===== src/hdl/grid_ray_march_column_defines.svh =====
// Assertion macros for the grid ray march column block.
// Used by the top level only; expects clk and arst_n in the including scope.
`ifndef GRID_RAY_MARCH_COLUMN_DEFINES_SVH
`define GRID_RAY_MARCH_COLUMN_DEFINES_SVH

// Same-cycle implication, disabled while reset is asserted.
`define GRMC_ASSERT_IMP(lbl, a, c) \
	lbl: assert property (@(posedge clk) disable iff (!arst_n) (a) |-> (c)) \
		else $error("grmc: same-cycle check failed");

// Next-cycle implication, disabled while reset is asserted.
`define GRMC_ASSERT_NXT(lbl, a, c) \
	lbl: assert property (@(posedge clk) disable iff (!arst_n) (a) |=> (c)) \
		else $error("grmc: next-cycle check failed");

`endif


===== src/hdl/grmc_pkg.sv =====
// Shared types, constants and tables of the grid ray march column block.
// No dependencies; imported by every module of the block.
`default_nettype none

package grmc_pkg;

	// Fixed geometry of the block.
	localparam int SCREEN_ROWS    = 24;
	localparam int HALF_ROWS      = SCREEN_ROWS / 2;
	localparam int MAP_DIM        = 10;
	localparam int MAP_BITS       = MAP_DIM * MAP_DIM;
	localparam int STEPS_PER_CELL = 64;
	localparam int UNIT_SHIFT     = 16 + $clog2(STEPS_PER_CELL);
	localparam int POS_SHIFT      = UNIT_SHIFT - 12;

	// Angle constants in 1/128 degree units.
	localparam int FULL_TURN    = 46080;
	localparam int QUARTER_TURN = 11520;
	localparam int CORDIC_X0    = 39797;
	localparam int CORDIC_ITERS = 16;

	// Internal widths.
	localparam int AW = 21;   // unreduced angle sum
	localparam int CW = 20;   // rotator x and y
	localparam int ZW = 24;   // rotator residual angle
	localparam int PW = 29;   // ray position, signed
	localparam int DW = 26;   // displacement magnitude
	localparam int SW = 2 * DW + 1; // squared distance
	localparam int HW = $clog2(HALF_ROWS + 1);
	localparam int RW = 5;
	localparam int QUEUE_DEPTH = 2;

	// Register indexes of the configuration port.
	localparam logic [1:0] REG_MAP_LOW   = 2'd0;
	localparam logic [1:0] REG_MAP_HIGH  = 2'd1;
	localparam logic [1:0] REG_HALF_FOV  = 2'd2;
	localparam logic [1:0] REG_ANGLE_STEP = 2'd3;

	// Squared distance limits: height h+1 fits when distance squared is at most
	// HGT_THR[h].
	localparam logic [SW-1:0] DIST_NUM = SW'(HALF_ROWS * HALF_ROWS) << (2 * UNIT_SHIFT);
	localparam logic [SW-1:0] HGT_THR [HALF_ROWS] = '{
		DIST_NUM / 1,  DIST_NUM / 4,  DIST_NUM / 9,   DIST_NUM / 16,
		DIST_NUM / 25, DIST_NUM / 36, DIST_NUM / 49,  DIST_NUM / 64,
		DIST_NUM / 81, DIST_NUM / 100, DIST_NUM / 121, DIST_NUM / 144
	};

	typedef enum logic [1:0] {
		KIND_SKY   = 2'd0,
		KIND_WALL  = 2'd1,
		KIND_FLOOR = 2'd2
	} kind_t;

	typedef struct packed {
		logic [6:0]  column;
		logic [15:0] view_angle;
		logic [15:0] pos_x;
		logic [15:0] pos_y;
	} in_t;

	typedef struct packed {
		logic [6:0] out_column;
		logic [4:0] row;
		kind_t      cell_kind;
		logic       last_row;
		logic       fault;
	} out_t;

	// Configuration seen by the front end.
	typedef struct packed {
		logic [MAP_BITS-1:0] map_bits;
		logic [14:0]         half_fov;
		logic [12:0]         angle_step;
	} cfg_t;

	// Per-column result passed from front end to back end.
	typedef struct packed {
		logic [6:0]    column;
		logic [HW-1:0] height;
		logic          fault;
	} col_res_t;

	// Arctangent table of the rotator, in 1/32768 degree units.
	function automatic logic signed [ZW-1:0] atan_of(input logic [3:0] i);
		logic signed [ZW-1:0] v;
		unique case (i)
			4'd0:  v = 24'sd1474560;
			4'd1:  v = 24'sd870484;
			4'd2:  v = 24'sd459940;
			4'd3:  v = 24'sd233473;
			4'd4:  v = 24'sd117189;
			4'd5:  v = 24'sd58652;
			4'd6:  v = 24'sd29333;
			4'd7:  v = 24'sd14667;
			4'd8:  v = 24'sd7334;
			4'd9:  v = 24'sd3667;
			4'd10: v = 24'sd1833;
			4'd11: v = 24'sd917;
			4'd12: v = 24'sd458;
			4'd13: v = 24'sd229;
			4'd14: v = 24'sd115;
			4'd15: v = 24'sd57;
		endcase
		return v;
	endfunction

endpackage

`default_nettype wire


===== src/hdl/grmc_queue.sv =====
// Two-entry queue of column results between front end and back end.
// Depends on grmc_pkg.
`default_nettype none

module grmc_queue (
	input  wire logic               clk,
	input  wire logic               arst_n,
	input  wire logic               push_valid,
	output logic                    push_ready,
	input  wire grmc_pkg::col_res_t push_data,
	output logic                    pop_valid,
	input  wire logic               pop_ready,
	output grmc_pkg::col_res_t      pop_data
);
	import grmc_pkg::*;

	localparam int PTR_W = $clog2(QUEUE_DEPTH);
	localparam int CNT_W = $clog2(QUEUE_DEPTH + 1);

	col_res_t           mem_q [QUEUE_DEPTH];
	logic [PTR_W-1:0]   wr_ptr_q;
	logic [PTR_W-1:0]   rd_ptr_q;
	logic [CNT_W-1:0]   count_q;
	logic               do_push;
	logic               do_pop;

	assign push_ready = (count_q != CNT_W'(QUEUE_DEPTH));
	assign pop_valid  = (count_q != '0);
	assign pop_data   = mem_q[rd_ptr_q];
	assign do_push    = push_valid && push_ready;
	assign do_pop     = pop_valid && pop_ready;

	// Entry storage.
	always_ff @(posedge clk) begin
		if (do_push) begin
			mem_q[wr_ptr_q] <= push_data;
		end
	end

	// Pointers and fill count.
	always_ff @(posedge clk or negedge arst_n) begin
		if (!arst_n) begin
			wr_ptr_q <= '0;
			rd_ptr_q <= '0;
			count_q  <= '0;
		end else begin
			if (do_push) begin
				wr_ptr_q <= (wr_ptr_q == PTR_W'(QUEUE_DEPTH - 1)) ? '0 : wr_ptr_q + 1'b1;
			end
			if (do_pop) begin
				rd_ptr_q <= (rd_ptr_q == PTR_W'(QUEUE_DEPTH - 1)) ? '0 : rd_ptr_q + 1'b1;
			end
			if (do_push && !do_pop) begin
				count_q <= count_q + 1'b1;
			end else if (do_pop && !do_push) begin
				count_q <= count_q - 1'b1;
			end
		end
	end

endmodule

`default_nettype wire


===== src/hdl/grmc_front.sv =====
// Front end: takes a column request, builds the ray direction with an iterative
// rotator, marches the ray one step per cycle and derives the wall height.
// Depends on grmc_pkg.
`default_nettype none

module grmc_front #(
	parameter int MAX_STEPS = 1024
) (
	input  wire logic               clk,
	input  wire logic               arst_n,
	input  wire logic               in_valid,
	output logic                    in_ready,
	input  wire grmc_pkg::in_t      in_item,
	input  wire grmc_pkg::cfg_t     cfg,
	output logic                    res_valid,
	input  wire logic               res_ready,
	output grmc_pkg::col_res_t      res
);
	import grmc_pkg::*;

	localparam int KW = $clog2(MAX_STEPS + 1);

	typedef enum logic [3:0] {
		S_IDLE, S_SUM, S_MOD, S_QUAD, S_ROT, S_DIR, S_MARCH, S_SQX, S_SQY, S_HGT, S_DONE
	} state_t;

	state_t                  state_q;
	in_t                     item_q;
	logic [AW-1:0]           ang_q;
	logic [3:0]              cnt_q;
	logic [1:0]              quad_q;
	logic signed [CW-1:0]    x_q;
	logic signed [CW-1:0]    y_q;
	logic signed [ZW-1:0]    z_q;
	logic signed [PW-1:0]    px_q;
	logic signed [PW-1:0]    py_q;
	logic signed [PW-1:0]    px0_q;
	logic signed [PW-1:0]    py0_q;
	logic signed [CW-1:0]    cs_q;
	logic signed [CW-1:0]    sn_q;
	logic [KW-1:0]           k_q;
	logic [SW-1:0]           acc_q;
	logic [HW-1:0]           h_q;
	logic                    fault_q;

	// Angle sum before reduction.
	logic [15:0]             view_m;
	logic [19:0]             col_prod;
	logic [AW-1:0]           ang_sum;
	logic [AW-1:0]           mod_sub;

	// Rotator step.
	logic signed [CW-1:0]    x_sh;
	logic signed [CW-1:0]    y_sh;
	logic signed [ZW-1:0]    atan_v;

	// March step.
	logic signed [PW-1:0]    nx;
	logic signed [PW-1:0]    ny;
	logic [PW-2-UNIT_SHIFT:0] cx;
	logic [PW-2-UNIT_SHIFT:0] cy;
	logic                    leave;
	logic [6:0]              cell_idx;
	logic                    wall;

	// Distance.
	logic signed [PW-1:0]    diff;
	logic [DW-1:0]           dmag;
	logic [2*DW-1:0]         dsq;

	assign in_ready  = (state_q == S_IDLE);
	assign res_valid = (state_q == S_DONE);
	assign res.column = item_q.column;
	assign res.height = h_q;
	assign res.fault  = fault_q;

	// Ray angle before reduction modulo a full turn.
	always_comb begin
		view_m   = (item_q.view_angle >= 16'(FULL_TURN)) ?
			item_q.view_angle - 16'(FULL_TURN) : item_q.view_angle;
		col_prod = 20'(item_q.column) * 20'(cfg.angle_step);
		ang_sum  = AW'(view_m) + AW'(col_prod) + AW'(FULL_TURN) - AW'(cfg.half_fov);
		mod_sub  = AW'(FULL_TURN) << cnt_q[2:0];
	end

	// One rotator iteration.
	always_comb begin
		x_sh   = x_q >>> cnt_q;
		y_sh   = y_q >>> cnt_q;
		atan_v = atan_of(cnt_q);
	end

	// One march step and its cell test.
	always_comb begin
		nx       = px_q + {{(PW-CW){cs_q[CW-1]}}, cs_q};
		ny       = py_q + {{(PW-CW){sn_q[CW-1]}}, sn_q};
		cx       = nx[PW-2:UNIT_SHIFT];
		cy       = ny[PW-2:UNIT_SHIFT];
		leave    = nx[PW-1] || ny[PW-1] ||
			(cx >= ($bits(cx))'(MAP_DIM)) || (cy >= ($bits(cy))'(MAP_DIM));
		cell_idx = 7'(cy) * 7'(MAP_DIM) + 7'(cx);
		wall     = leave ? 1'b0 : cfg.map_bits[cell_idx];
	end

	// Squared displacement, one axis per cycle.
	always_comb begin
		diff = (state_q == S_SQX) ? px_q - px0_q : py_q - py0_q;
		dmag = diff[PW-1] ? DW'(-diff) : DW'(diff);
		dsq  = dmag * dmag;
	end

	// Sequencer and datapath registers.
	always_ff @(posedge clk or negedge arst_n) begin
		if (!arst_n) begin
			state_q <= S_IDLE;
			cnt_q   <= '0;
			k_q     <= '0;
			h_q     <= '0;
			fault_q <= 1'b0;
		end else begin
			unique case (state_q)
				S_IDLE: begin
					if (in_valid) begin
						item_q  <= in_item;
						state_q <= S_SUM;
					end
				end
				S_SUM: begin
					ang_q   <= ang_sum;
					cnt_q   <= 4'd5;
					state_q <= S_MOD;
				end
				// Restoring reduction modulo a full turn, one shifted multiple a cycle.
				S_MOD: begin
					if (ang_q >= mod_sub) begin
						ang_q <= ang_q - mod_sub;
					end
					cnt_q <= cnt_q - 1'b1;
					if (cnt_q == '0) begin
						state_q <= S_QUAD;
					end
				end
				// Quadrant split and rotator start.
				S_QUAD: begin
					if (ang_q >= AW'(3 * QUARTER_TURN)) begin
						quad_q <= 2'd3;
						z_q    <= ZW'({ang_q - AW'(3 * QUARTER_TURN), 8'd0});
					end else if (ang_q >= AW'(2 * QUARTER_TURN)) begin
						quad_q <= 2'd2;
						z_q    <= ZW'({ang_q - AW'(2 * QUARTER_TURN), 8'd0});
					end else if (ang_q >= AW'(QUARTER_TURN)) begin
						quad_q <= 2'd1;
						z_q    <= ZW'({ang_q - AW'(QUARTER_TURN), 8'd0});
					end else begin
						quad_q <= 2'd0;
						z_q    <= ZW'({ang_q, 8'd0});
					end
					x_q     <= CW'(CORDIC_X0);
					y_q     <= '0;
					cnt_q   <= '0;
					state_q <= S_ROT;
				end
				S_ROT: begin
					if (!z_q[ZW-1]) begin
						x_q <= x_q - y_sh;
						y_q <= y_q + x_sh;
						z_q <= z_q - atan_v;
					end else begin
						x_q <= x_q + y_sh;
						y_q <= y_q - x_sh;
						z_q <= z_q + atan_v;
					end
					cnt_q <= cnt_q + 1'b1;
					if (cnt_q == 4'(CORDIC_ITERS - 1)) begin
						state_q <= S_DIR;
					end
				end
				// Map the rotator output into its quadrant; start the march.
				S_DIR: begin
					unique case (quad_q)
						2'd0: begin cs_q <= x_q;  sn_q <= y_q;  end
						2'd1: begin cs_q <= -y_q; sn_q <= x_q;  end
						2'd2: begin cs_q <= -x_q; sn_q <= -y_q; end
						2'd3: begin cs_q <= y_q;  sn_q <= -x_q; end
					endcase
					px_q    <= PW'({item_q.pos_x, POS_SHIFT'(0)});
					py_q    <= PW'({item_q.pos_y, POS_SHIFT'(0)});
					px0_q   <= PW'({item_q.pos_x, POS_SHIFT'(0)});
					py0_q   <= PW'({item_q.pos_y, POS_SHIFT'(0)});
					k_q     <= '0;
					h_q     <= '0;
					fault_q <= 1'b0;
					state_q <= S_MARCH;
				end
				S_MARCH: begin
					px_q <= nx;
					py_q <= ny;
					k_q  <= k_q + 1'b1;
					if (leave) begin
						fault_q <= 1'b1;
						state_q <= S_DONE;
					end else if (wall) begin
						state_q <= S_SQX;
					end else if (k_q == KW'(MAX_STEPS - 1)) begin
						fault_q <= 1'b1;
						state_q <= S_DONE;
					end
				end
				S_SQX: begin
					acc_q   <= SW'(dsq);
					state_q <= S_SQY;
				end
				S_SQY: begin
					acc_q   <= acc_q + SW'(dsq);
					state_q <= S_HGT;
				end
				// Grow the height while the next value still fits the distance.
				S_HGT: begin
					if (h_q == HW'(HALF_ROWS)) begin
						state_q <= S_DONE;
					end else if (acc_q <= HGT_THR[h_q]) begin
						h_q <= h_q + 1'b1;
					end else begin
						state_q <= S_DONE;
					end
				end
				S_DONE: begin
					if (res_ready) begin
						state_q <= S_IDLE;
					end
				end
				default: state_q <= S_IDLE;
			endcase
		end
	end

endmodule

`default_nettype wire


===== src/hdl/grmc_back.sv =====
// Back end: expands one column result into its screen row items.
// Depends on grmc_pkg.
`default_nettype none

module grmc_back (
	input  wire logic               clk,
	input  wire logic               arst_n,
	input  wire logic               col_valid,
	output logic                    col_ready,
	input  wire grmc_pkg::col_res_t col,
	output logic                    out_valid,
	input  wire logic               out_ready,
	output grmc_pkg::out_t          out_item
);
	import grmc_pkg::*;

	logic [RW-1:0] row_q;
	logic          valid_q;
	out_t          out_q;
	logic          load;
	logic          last;
	logic [RW-1:0] sky_end;
	logic [RW-1:0] wall_end;
	kind_t         kind;

	assign out_valid = valid_q;
	assign out_item  = out_q;
	assign load      = col_valid && (!valid_q || out_ready);
	assign last      = (row_q == RW'(SCREEN_ROWS - 1));
	assign col_ready = load && last;

	// Row classification against the wall band.
	always_comb begin
		sky_end  = RW'(HALF_ROWS) - RW'(col.height);
		wall_end = RW'(HALF_ROWS) + RW'(col.height);
		if (row_q < sky_end) begin
			kind = KIND_SKY;
		end else if (row_q < wall_end) begin
			kind = KIND_WALL;
		end else begin
			kind = KIND_FLOOR;
		end
	end

	// Output register payload.
	always_ff @(posedge clk) begin
		if (load) begin
			out_q.out_column <= col.column;
			out_q.row        <= row_q;
			out_q.cell_kind  <= kind;
			out_q.last_row   <= last;
			out_q.fault      <= col.fault;
		end
	end

	// Row counter and output valid.
	always_ff @(posedge clk or negedge arst_n) begin
		if (!arst_n) begin
			row_q   <= '0;
			valid_q <= 1'b0;
		end else begin
			if (load) begin
				valid_q <= 1'b1;
				row_q   <= last ? '0 : row_q + 1'b1;
			end else if (out_ready) begin
				valid_q <= 1'b0;
			end
		end
	end

endmodule

`default_nettype wire


===== src/hdl/grid_ray_march_column.sv =====
// Flow: a request passes the angle sum, modulo reduction, quadrant split, rotator and
// one-step-a-cycle ray march (up to MAX_STEPS steps); a wall hit adds the distance and
// height search. A new request is taken only once the last result has entered the queue.
// The 24 row items of a column leave at one per cycle meanwhile, while out_ready is high.
// Reset: arst_n clears control state and loads the power-on map and view registers.
`default_nettype none
`include "grid_ray_march_column_defines.svh"

module grid_ray_march_column #(
	parameter int MAX_STEPS = 1024
) (
	input  wire logic            clk,
	input  wire logic            arst_n,
	input  wire logic            in_valid,
	output logic                 in_ready,
	input  wire grmc_pkg::in_t   in_item,
	output logic                 out_valid,
	input  wire logic            out_ready,
	output grmc_pkg::out_t       out_item,
	input  wire logic            psel,
	input  wire logic            penable,
	input  wire logic            pwrite,
	input  wire logic [4:0]      paddr,
	input  wire logic [63:0]     pwdata,
	output logic [63:0]          prdata,
	output logic                 pready
);
	import grmc_pkg::*;

	logic [59:0] map_low_q;
	logic [39:0] map_high_q;
	logic [14:0] half_fov_q;
	logic [12:0] angle_step_q;
	logic [1:0]  reg_idx;
	cfg_t        cfg;
	logic        fr_valid;
	logic        fr_ready;
	col_res_t    fr_res;
	logic        q_valid;
	logic        q_ready;
	col_res_t    q_data;

	assign pready  = 1'b1;
	assign reg_idx = paddr[4:3];

	// Configuration registers.
	always_ff @(posedge clk or negedge arst_n) begin
		if (!arst_n) begin
			map_low_q    <= 60'd659295305662466047;
			map_high_q   <= 40'd1098976331369;
			half_fov_q   <= 15'd3840;
			angle_step_q <= 13'd98;
		end else if (psel && penable && pwrite) begin
			unique case (reg_idx)
				REG_MAP_LOW:    map_low_q    <= pwdata[59:0];
				REG_MAP_HIGH:   map_high_q   <= pwdata[39:0];
				REG_HALF_FOV:   half_fov_q   <= pwdata[14:0];
				REG_ANGLE_STEP: angle_step_q <= pwdata[12:0];
			endcase
		end
	end

	// Register read back.
	always_comb begin
		unique case (reg_idx)
			REG_MAP_LOW:    prdata = 64'(map_low_q);
			REG_MAP_HIGH:   prdata = 64'(map_high_q);
			REG_HALF_FOV:   prdata = 64'(half_fov_q);
			REG_ANGLE_STEP: prdata = 64'(angle_step_q);
		endcase
	end

	assign cfg.map_bits   = {map_high_q, map_low_q};
	assign cfg.half_fov   = half_fov_q;
	assign cfg.angle_step = angle_step_q;

	grmc_front #(
		.MAX_STEPS(MAX_STEPS)
	) u_front (
		.clk       (clk),
		.arst_n    (arst_n),
		.in_valid  (in_valid),
		.in_ready  (in_ready),
		.in_item   (in_item),
		.cfg       (cfg),
		.res_valid (fr_valid),
		.res_ready (fr_ready),
		.res       (fr_res)
	);

	grmc_queue u_queue (
		.clk        (clk),
		.arst_n     (arst_n),
		.push_valid (fr_valid),
		.push_ready (fr_ready),
		.push_data  (fr_res),
		.pop_valid  (q_valid),
		.pop_ready  (q_ready),
		.pop_data   (q_data)
	);

	grmc_back u_back (
		.clk       (clk),
		.arst_n    (arst_n),
		.col_valid (q_valid),
		.col_ready (q_ready),
		.col       (q_data),
		.out_valid (out_valid),
		.out_ready (out_ready),
		.out_item  (out_item)
	);

	// The final row flag marks the bottom screen row only.
	`GRMC_ASSERT_IMP(a_last_row, out_valid && out_item.last_row,
		out_item.row == RW'(SCREEN_ROWS - 1))
	// A faulted column draws no wall.
	`GRMC_ASSERT_IMP(a_fault_no_wall, out_valid && out_item.fault,
		out_item.cell_kind != KIND_WALL)
	// Rows of one column follow without gaps.
	`GRMC_ASSERT_NXT(a_rows_burst, out_valid && out_ready && !out_item.last_row,
		out_valid)
	// A column's rows keep the same column index.
	`GRMC_ASSERT_NXT(a_rows_same_col, out_valid && out_ready && !out_item.last_row,
		out_item.out_column == $past(out_item.out_column))

endmodule

`default_nettype wire

===== config.mk =====
export PLATFORM = sky130hd
export DESIGN_NAME = grid_ray_march_column
export DESIGN_NICKNAME = d
export VERILOG_FILES = /design/src/hdl/grmc_pkg.sv /design/src/hdl/grmc_queue.sv /design/src/hdl/grmc_front.sv /design/src/hdl/grmc_back.sv /design/src/hdl/grid_ray_march_column.sv
export VERILOG_INCLUDE_DIRS = /design/src /design/src/hdl
export SDC_FILE = /design/constraint.sdc
export NUM_CORES = 2
export LEC_CHECK = 0
export BUFFER_PORTS_ARGS = -buffer_cell sky130_fd_sc_hd__buf_2
export CORE_ASPECT_RATIO = 0.6
export CORE_MARGIN = 2
export CORE_UTILIZATION = 50
export CTS_BUF_LIST = sky130_fd_sc_hd__clkbuf_8
export DETAILED_ROUTE_END_ITERATION = 16
export GPL_TIMING_DRIVEN = 0
export PLACE_DENSITY = 0.66
export SLEW_MARGIN = 30
export SYNTH_ARGS = -nofsm -noshare
export SYNTH_HDL_FRONTEND = slang
export SYNTH_SLANG_ARGS = --single-unit

===== constraint.sdc =====
create_clock -name clk -period 23.8 [get_ports clk]
set_input_delay 3.57 -clock clk [delete_from_list [all_inputs] [get_ports clk]]
set_output_delay 3.57 -clock clk [all_outputs]
set_load 0.005 [all_outputs]

==> flow_metrics.env <==
export IMPL_outcome="complete, no violations"
export IMPL_r2r_cells=50
export IMPL_cp_common_cell="fa_1"
export IMPL_synth_warnings=0
export IMPL_post_cts_resized=0
export IMPL_cts_sinks=527
export IMPL_setup_viol=0
export IMPL_fmax_ghz=0.0590
export IMPL_cpMaxStageDelayCell="mux2i_1"
export IMPL_synth_edf_count=365
export IMPL_synthDistinctLibCells=105
export IMPL_drive_gt1_frac=0.114
export IMPL_cts_root_buf="clkbuf_8"
export IMPL_clk_latency_ns=0.82
export IMPL_grt_pass1_vias=49800
export IMPL_tightest_slew_ns=1.10
export IMPL_num_nets_final=8180
export IMPL_critPathLaunchType="flip-flop"
export IMPL_ctsHoldBuffers=0
export IMPL_synth_top_area_share=0.195
export IMPL_postCtsSetupRepairBufs=0
export IMPL_r2r_start="u_front.state_q[3]"
export IMPL_wl_per_cell_um=24.0
export IMPL_period_minus_slack_ns=16.96
export IMPL_grt_pass1_wl_mm=312
export IMPL_final_common_cell="inv_1"
export IMPL_core_area_um2=124000
export IMPL_die_area_um2=128000
export IMPL_ant_nets=0
export IMPL_cp_max_fo=10
export IMPL_crit_required_ns=24.37
export IMPL_pin_count=214
export IMPL_endpoint="u_front.acc_q[51]"
export IMPL_synth_seq_cells=527
export IMPL_synthTopCellsByArea="fa_1 (20%), edfxtp_1 (18%), ha_1 (12%), inv_1 (5.2%), dfrtp_1 (4.4%)"
export IMPL_rrSetupSlack_ns=6.84
export IMPL_grt_max_degree=85
export IMPL_die_height_um=277
export IMPL_rsz0062_at_grt="false"
export IMPL_first_pass_iters=6
export IMPL_min_path_type="flip-flop to flip-flop"
export IMPL_hold_viol_final=0
export IMPL_cts_path_max_buffers=3
export IMPL_crit_path_start="u_front.state_q[3]"
export IMPL_gp_congestion=1.03
export IMPL_max_slew_margin_rel=0.267
export IMPL_io_buffers=199
export IMPL_drc=0
export IMPL_initial_core_util=0.503
export IMPL_cp_data_arrival_time_ns=17.53
export IMPL_rr_endpoint="u_front.acc_q[51]"
export IMPL_via_per_inst=6.04
export IMPL_critPathMaxStageDelay_ns=0.77
export IMPL_cts_max_level=3
export IMPL_path_clk_slew_ns=0.07
export IMPL_syn_inst=6536
export IMPL_cts_tree="done"
export IMPL_rows=100
export IMPL_avgSynthCellArea_um2=9.53
export IMPL_maxCapViolations=0
export IMPL_drt_iter0_markers=6325
export IMPL_syn_area_um2=62300
export IMPL_worstSetupPathType="flip-flop to flip-flop"
export IMPL_async_flop_share=0.307
export IMPL_grt_usage=0.323
export IMPL_synth_area_leader_cell="fa_1"
export IMPL_ys_seq_area_frac=0.242
export IMPL_antenna_found_initial=10
export IMPL_drt_total_wl_mm=205
export IMPL_final_cell_mix="inv_1 (882), nand2_1 (614), fa_1 (608)"
export IMPL_crit_path_end_kind="flip-flop"
export IMPL_cts_buffers=83
export IMPL_clock_skew_ns=0.0632
export IMPL_die_w_um=460
export IMPL_timing_final_crit_share=0.713
export IMPL_area_growth_pct=8.93
export IMPL_vias=51800
export IMPL_final_max_slew_viol_count=0
export IMPL_hpwl_mm=168
export IMPL_grt_overflow=0
export IMPL_setup_tns_ns=0
export IMPL_synthFlopType="edfxtp_1"
## flip-flops by register name, summed over array words and instances, names as in the netlist, 15 cells and up
| register | count |
|---|---|
| half_fov_q | 15 |
| map_low_q | 60 |
| u_front.px_q | 29 |
| u_front.py_q | 29 |
| map_high_q | 40 |
| u_front.acc_q | 53 |
| u_queue.mem_q | 24 |
| u_front.cs_q | 20 |
| u_front.x_q | 20 |
| u_back.out_item | 16 |
| u_front.sn_q | 20 |
| u_front.z_q | 24 |
| u_front.px0_q | 16 |
| u_front.ang_q | 21 |
| u_front.y_q | 20 |
| u_front.py0_q | 16 |
| u_front.item_q | 48 |
## cells in the mapped netlist, types with 20 or more instances
| cell type | count |
|---|---|
| nor2b_1 | 48 |
| clkbuf_1 | 195 |
| mux2_2 | 164 |
| nand3_1 | 76 |
| xnor2_1 | 213 |
| or2_2 | 23 |
| fa_1 | 608 |
| dfrtp_1 | 109 |
| ha_1 | 575 |
| buf_2 | 20 |
| nand2_1 | 614 |
| a21o_1 | 124 |
| or3_1 | 53 |
| nor3_1 | 120 |
| o211ai_1 | 27 |
| and2_1 | 84 |
| dfstp_2 | 53 |
| and3_1 | 59 |
| o21bai_1 | 42 |
| buf_1 | 30 |
| a21oi_1 | 325 |
| a31oi_1 | 45 |
| nand2b_1 | 70 |
| nor2_1 | 529 |
| a211oi_1 | 56 |
| o21a_1 | 60 |
| o21ai_0 | 331 |
| xor2_1 | 131 |
| mux2i_1 | 81 |
| nand4_1 | 33 |
| edfxtp_1 | 365 |
| o31ai_1 | 30 |
| mux4_2 | 75 |
| inv_1 | 862 |
## critical path: cells and delay by family (launching register included)
family                     cells  cell delay [ns]
and+or+nand+nor               11             3.16
DFF                            1             0.42
muxes                          2             1.00
xor gates and xnor gates       2             0.93
adders and majority gates     10             4.59
AOI/OAI and AO/OA             16             4.11
buffers and inverters          9             2.50
## cell families after synthesis
logic type	count (synthesis)	share of synthesized area
AOI/OAI and AO/OA	1239	0.127
xor gates and xnor gates	346	0.0489
adders and majority gates	1183	0.311
buffers and inverters	1131	0.0693
DFF	527	0.242
muxes	321	0.0699
other	2	0.000121
and+or+nand+nor	1787	0.132
## area by class of cell
class / count / area (µm²)
Fill cell: 11200 / 56000
Multi-Input combinational cell: 4881 / 43100
Sequential cell: 527 / 15100
Inverter: 875 / 3280
Tap cell: 1632 / 2040
Timing Repair Buffer: 242 / 1450
Clock buffer: 96 / 1320
Buffer: 256 / 1040
Clock inverter: 57 / 515
Antenna cell: 5 / 12.5
## per-stage QoR
stage	hold WS, ns	cells	setup WS, ns	util	instance area (µm²)
3_5_place_dp	0.443	8413	7.13	0.533	66000
6_report	0.457	8571	6.84	0.548	67900
3_3_place_gp	0.433	8370	5.57	0.528	65400
4_1_cts	0.442	8566	7.07	0.548	67800
5_1_grt	0.468	8570	6.40	0.548	67900
2_1_floorplan	0.422	6539	11.74	-	62300
## how the worst min path moves through the flow
stage / cells past startpoint / slack (ns) / to / from
after floorplan: 0 / 0.42 / u_front.py0_q[24] / u_front.item_q[14]
after global placement: 0 / 0.43 / u_front.py0_q[25] / u_front.item_q[15]
after detailed placement: 0 / 0.44 / u_front.py0_q[25] / u_front.item_q[15]
after CTS: 0 / 0.44 / u_front.px0_q[22] / u_front.item_q[28]
after global routing: 0 / 0.47 / u_front.px0_q[15] / u_front.item_q[21]
final: 0 / 0.46 / u_front.px0_q[18] / u_front.item_q[24]
## routing by layer
layer,global-route usage,share of wire,vias to the layer above
met5,0.00450,0.00074,-
met4,0.0563,0.016,12
met3,0.128,0.15,256
met2,0.402,0.37,3052
met1,0.516,0.47,25500
li1,-,-,23000
Power is not shown: default switching activity piles up to over one toggle a cycle in this logic, so the estimate is an artifact.
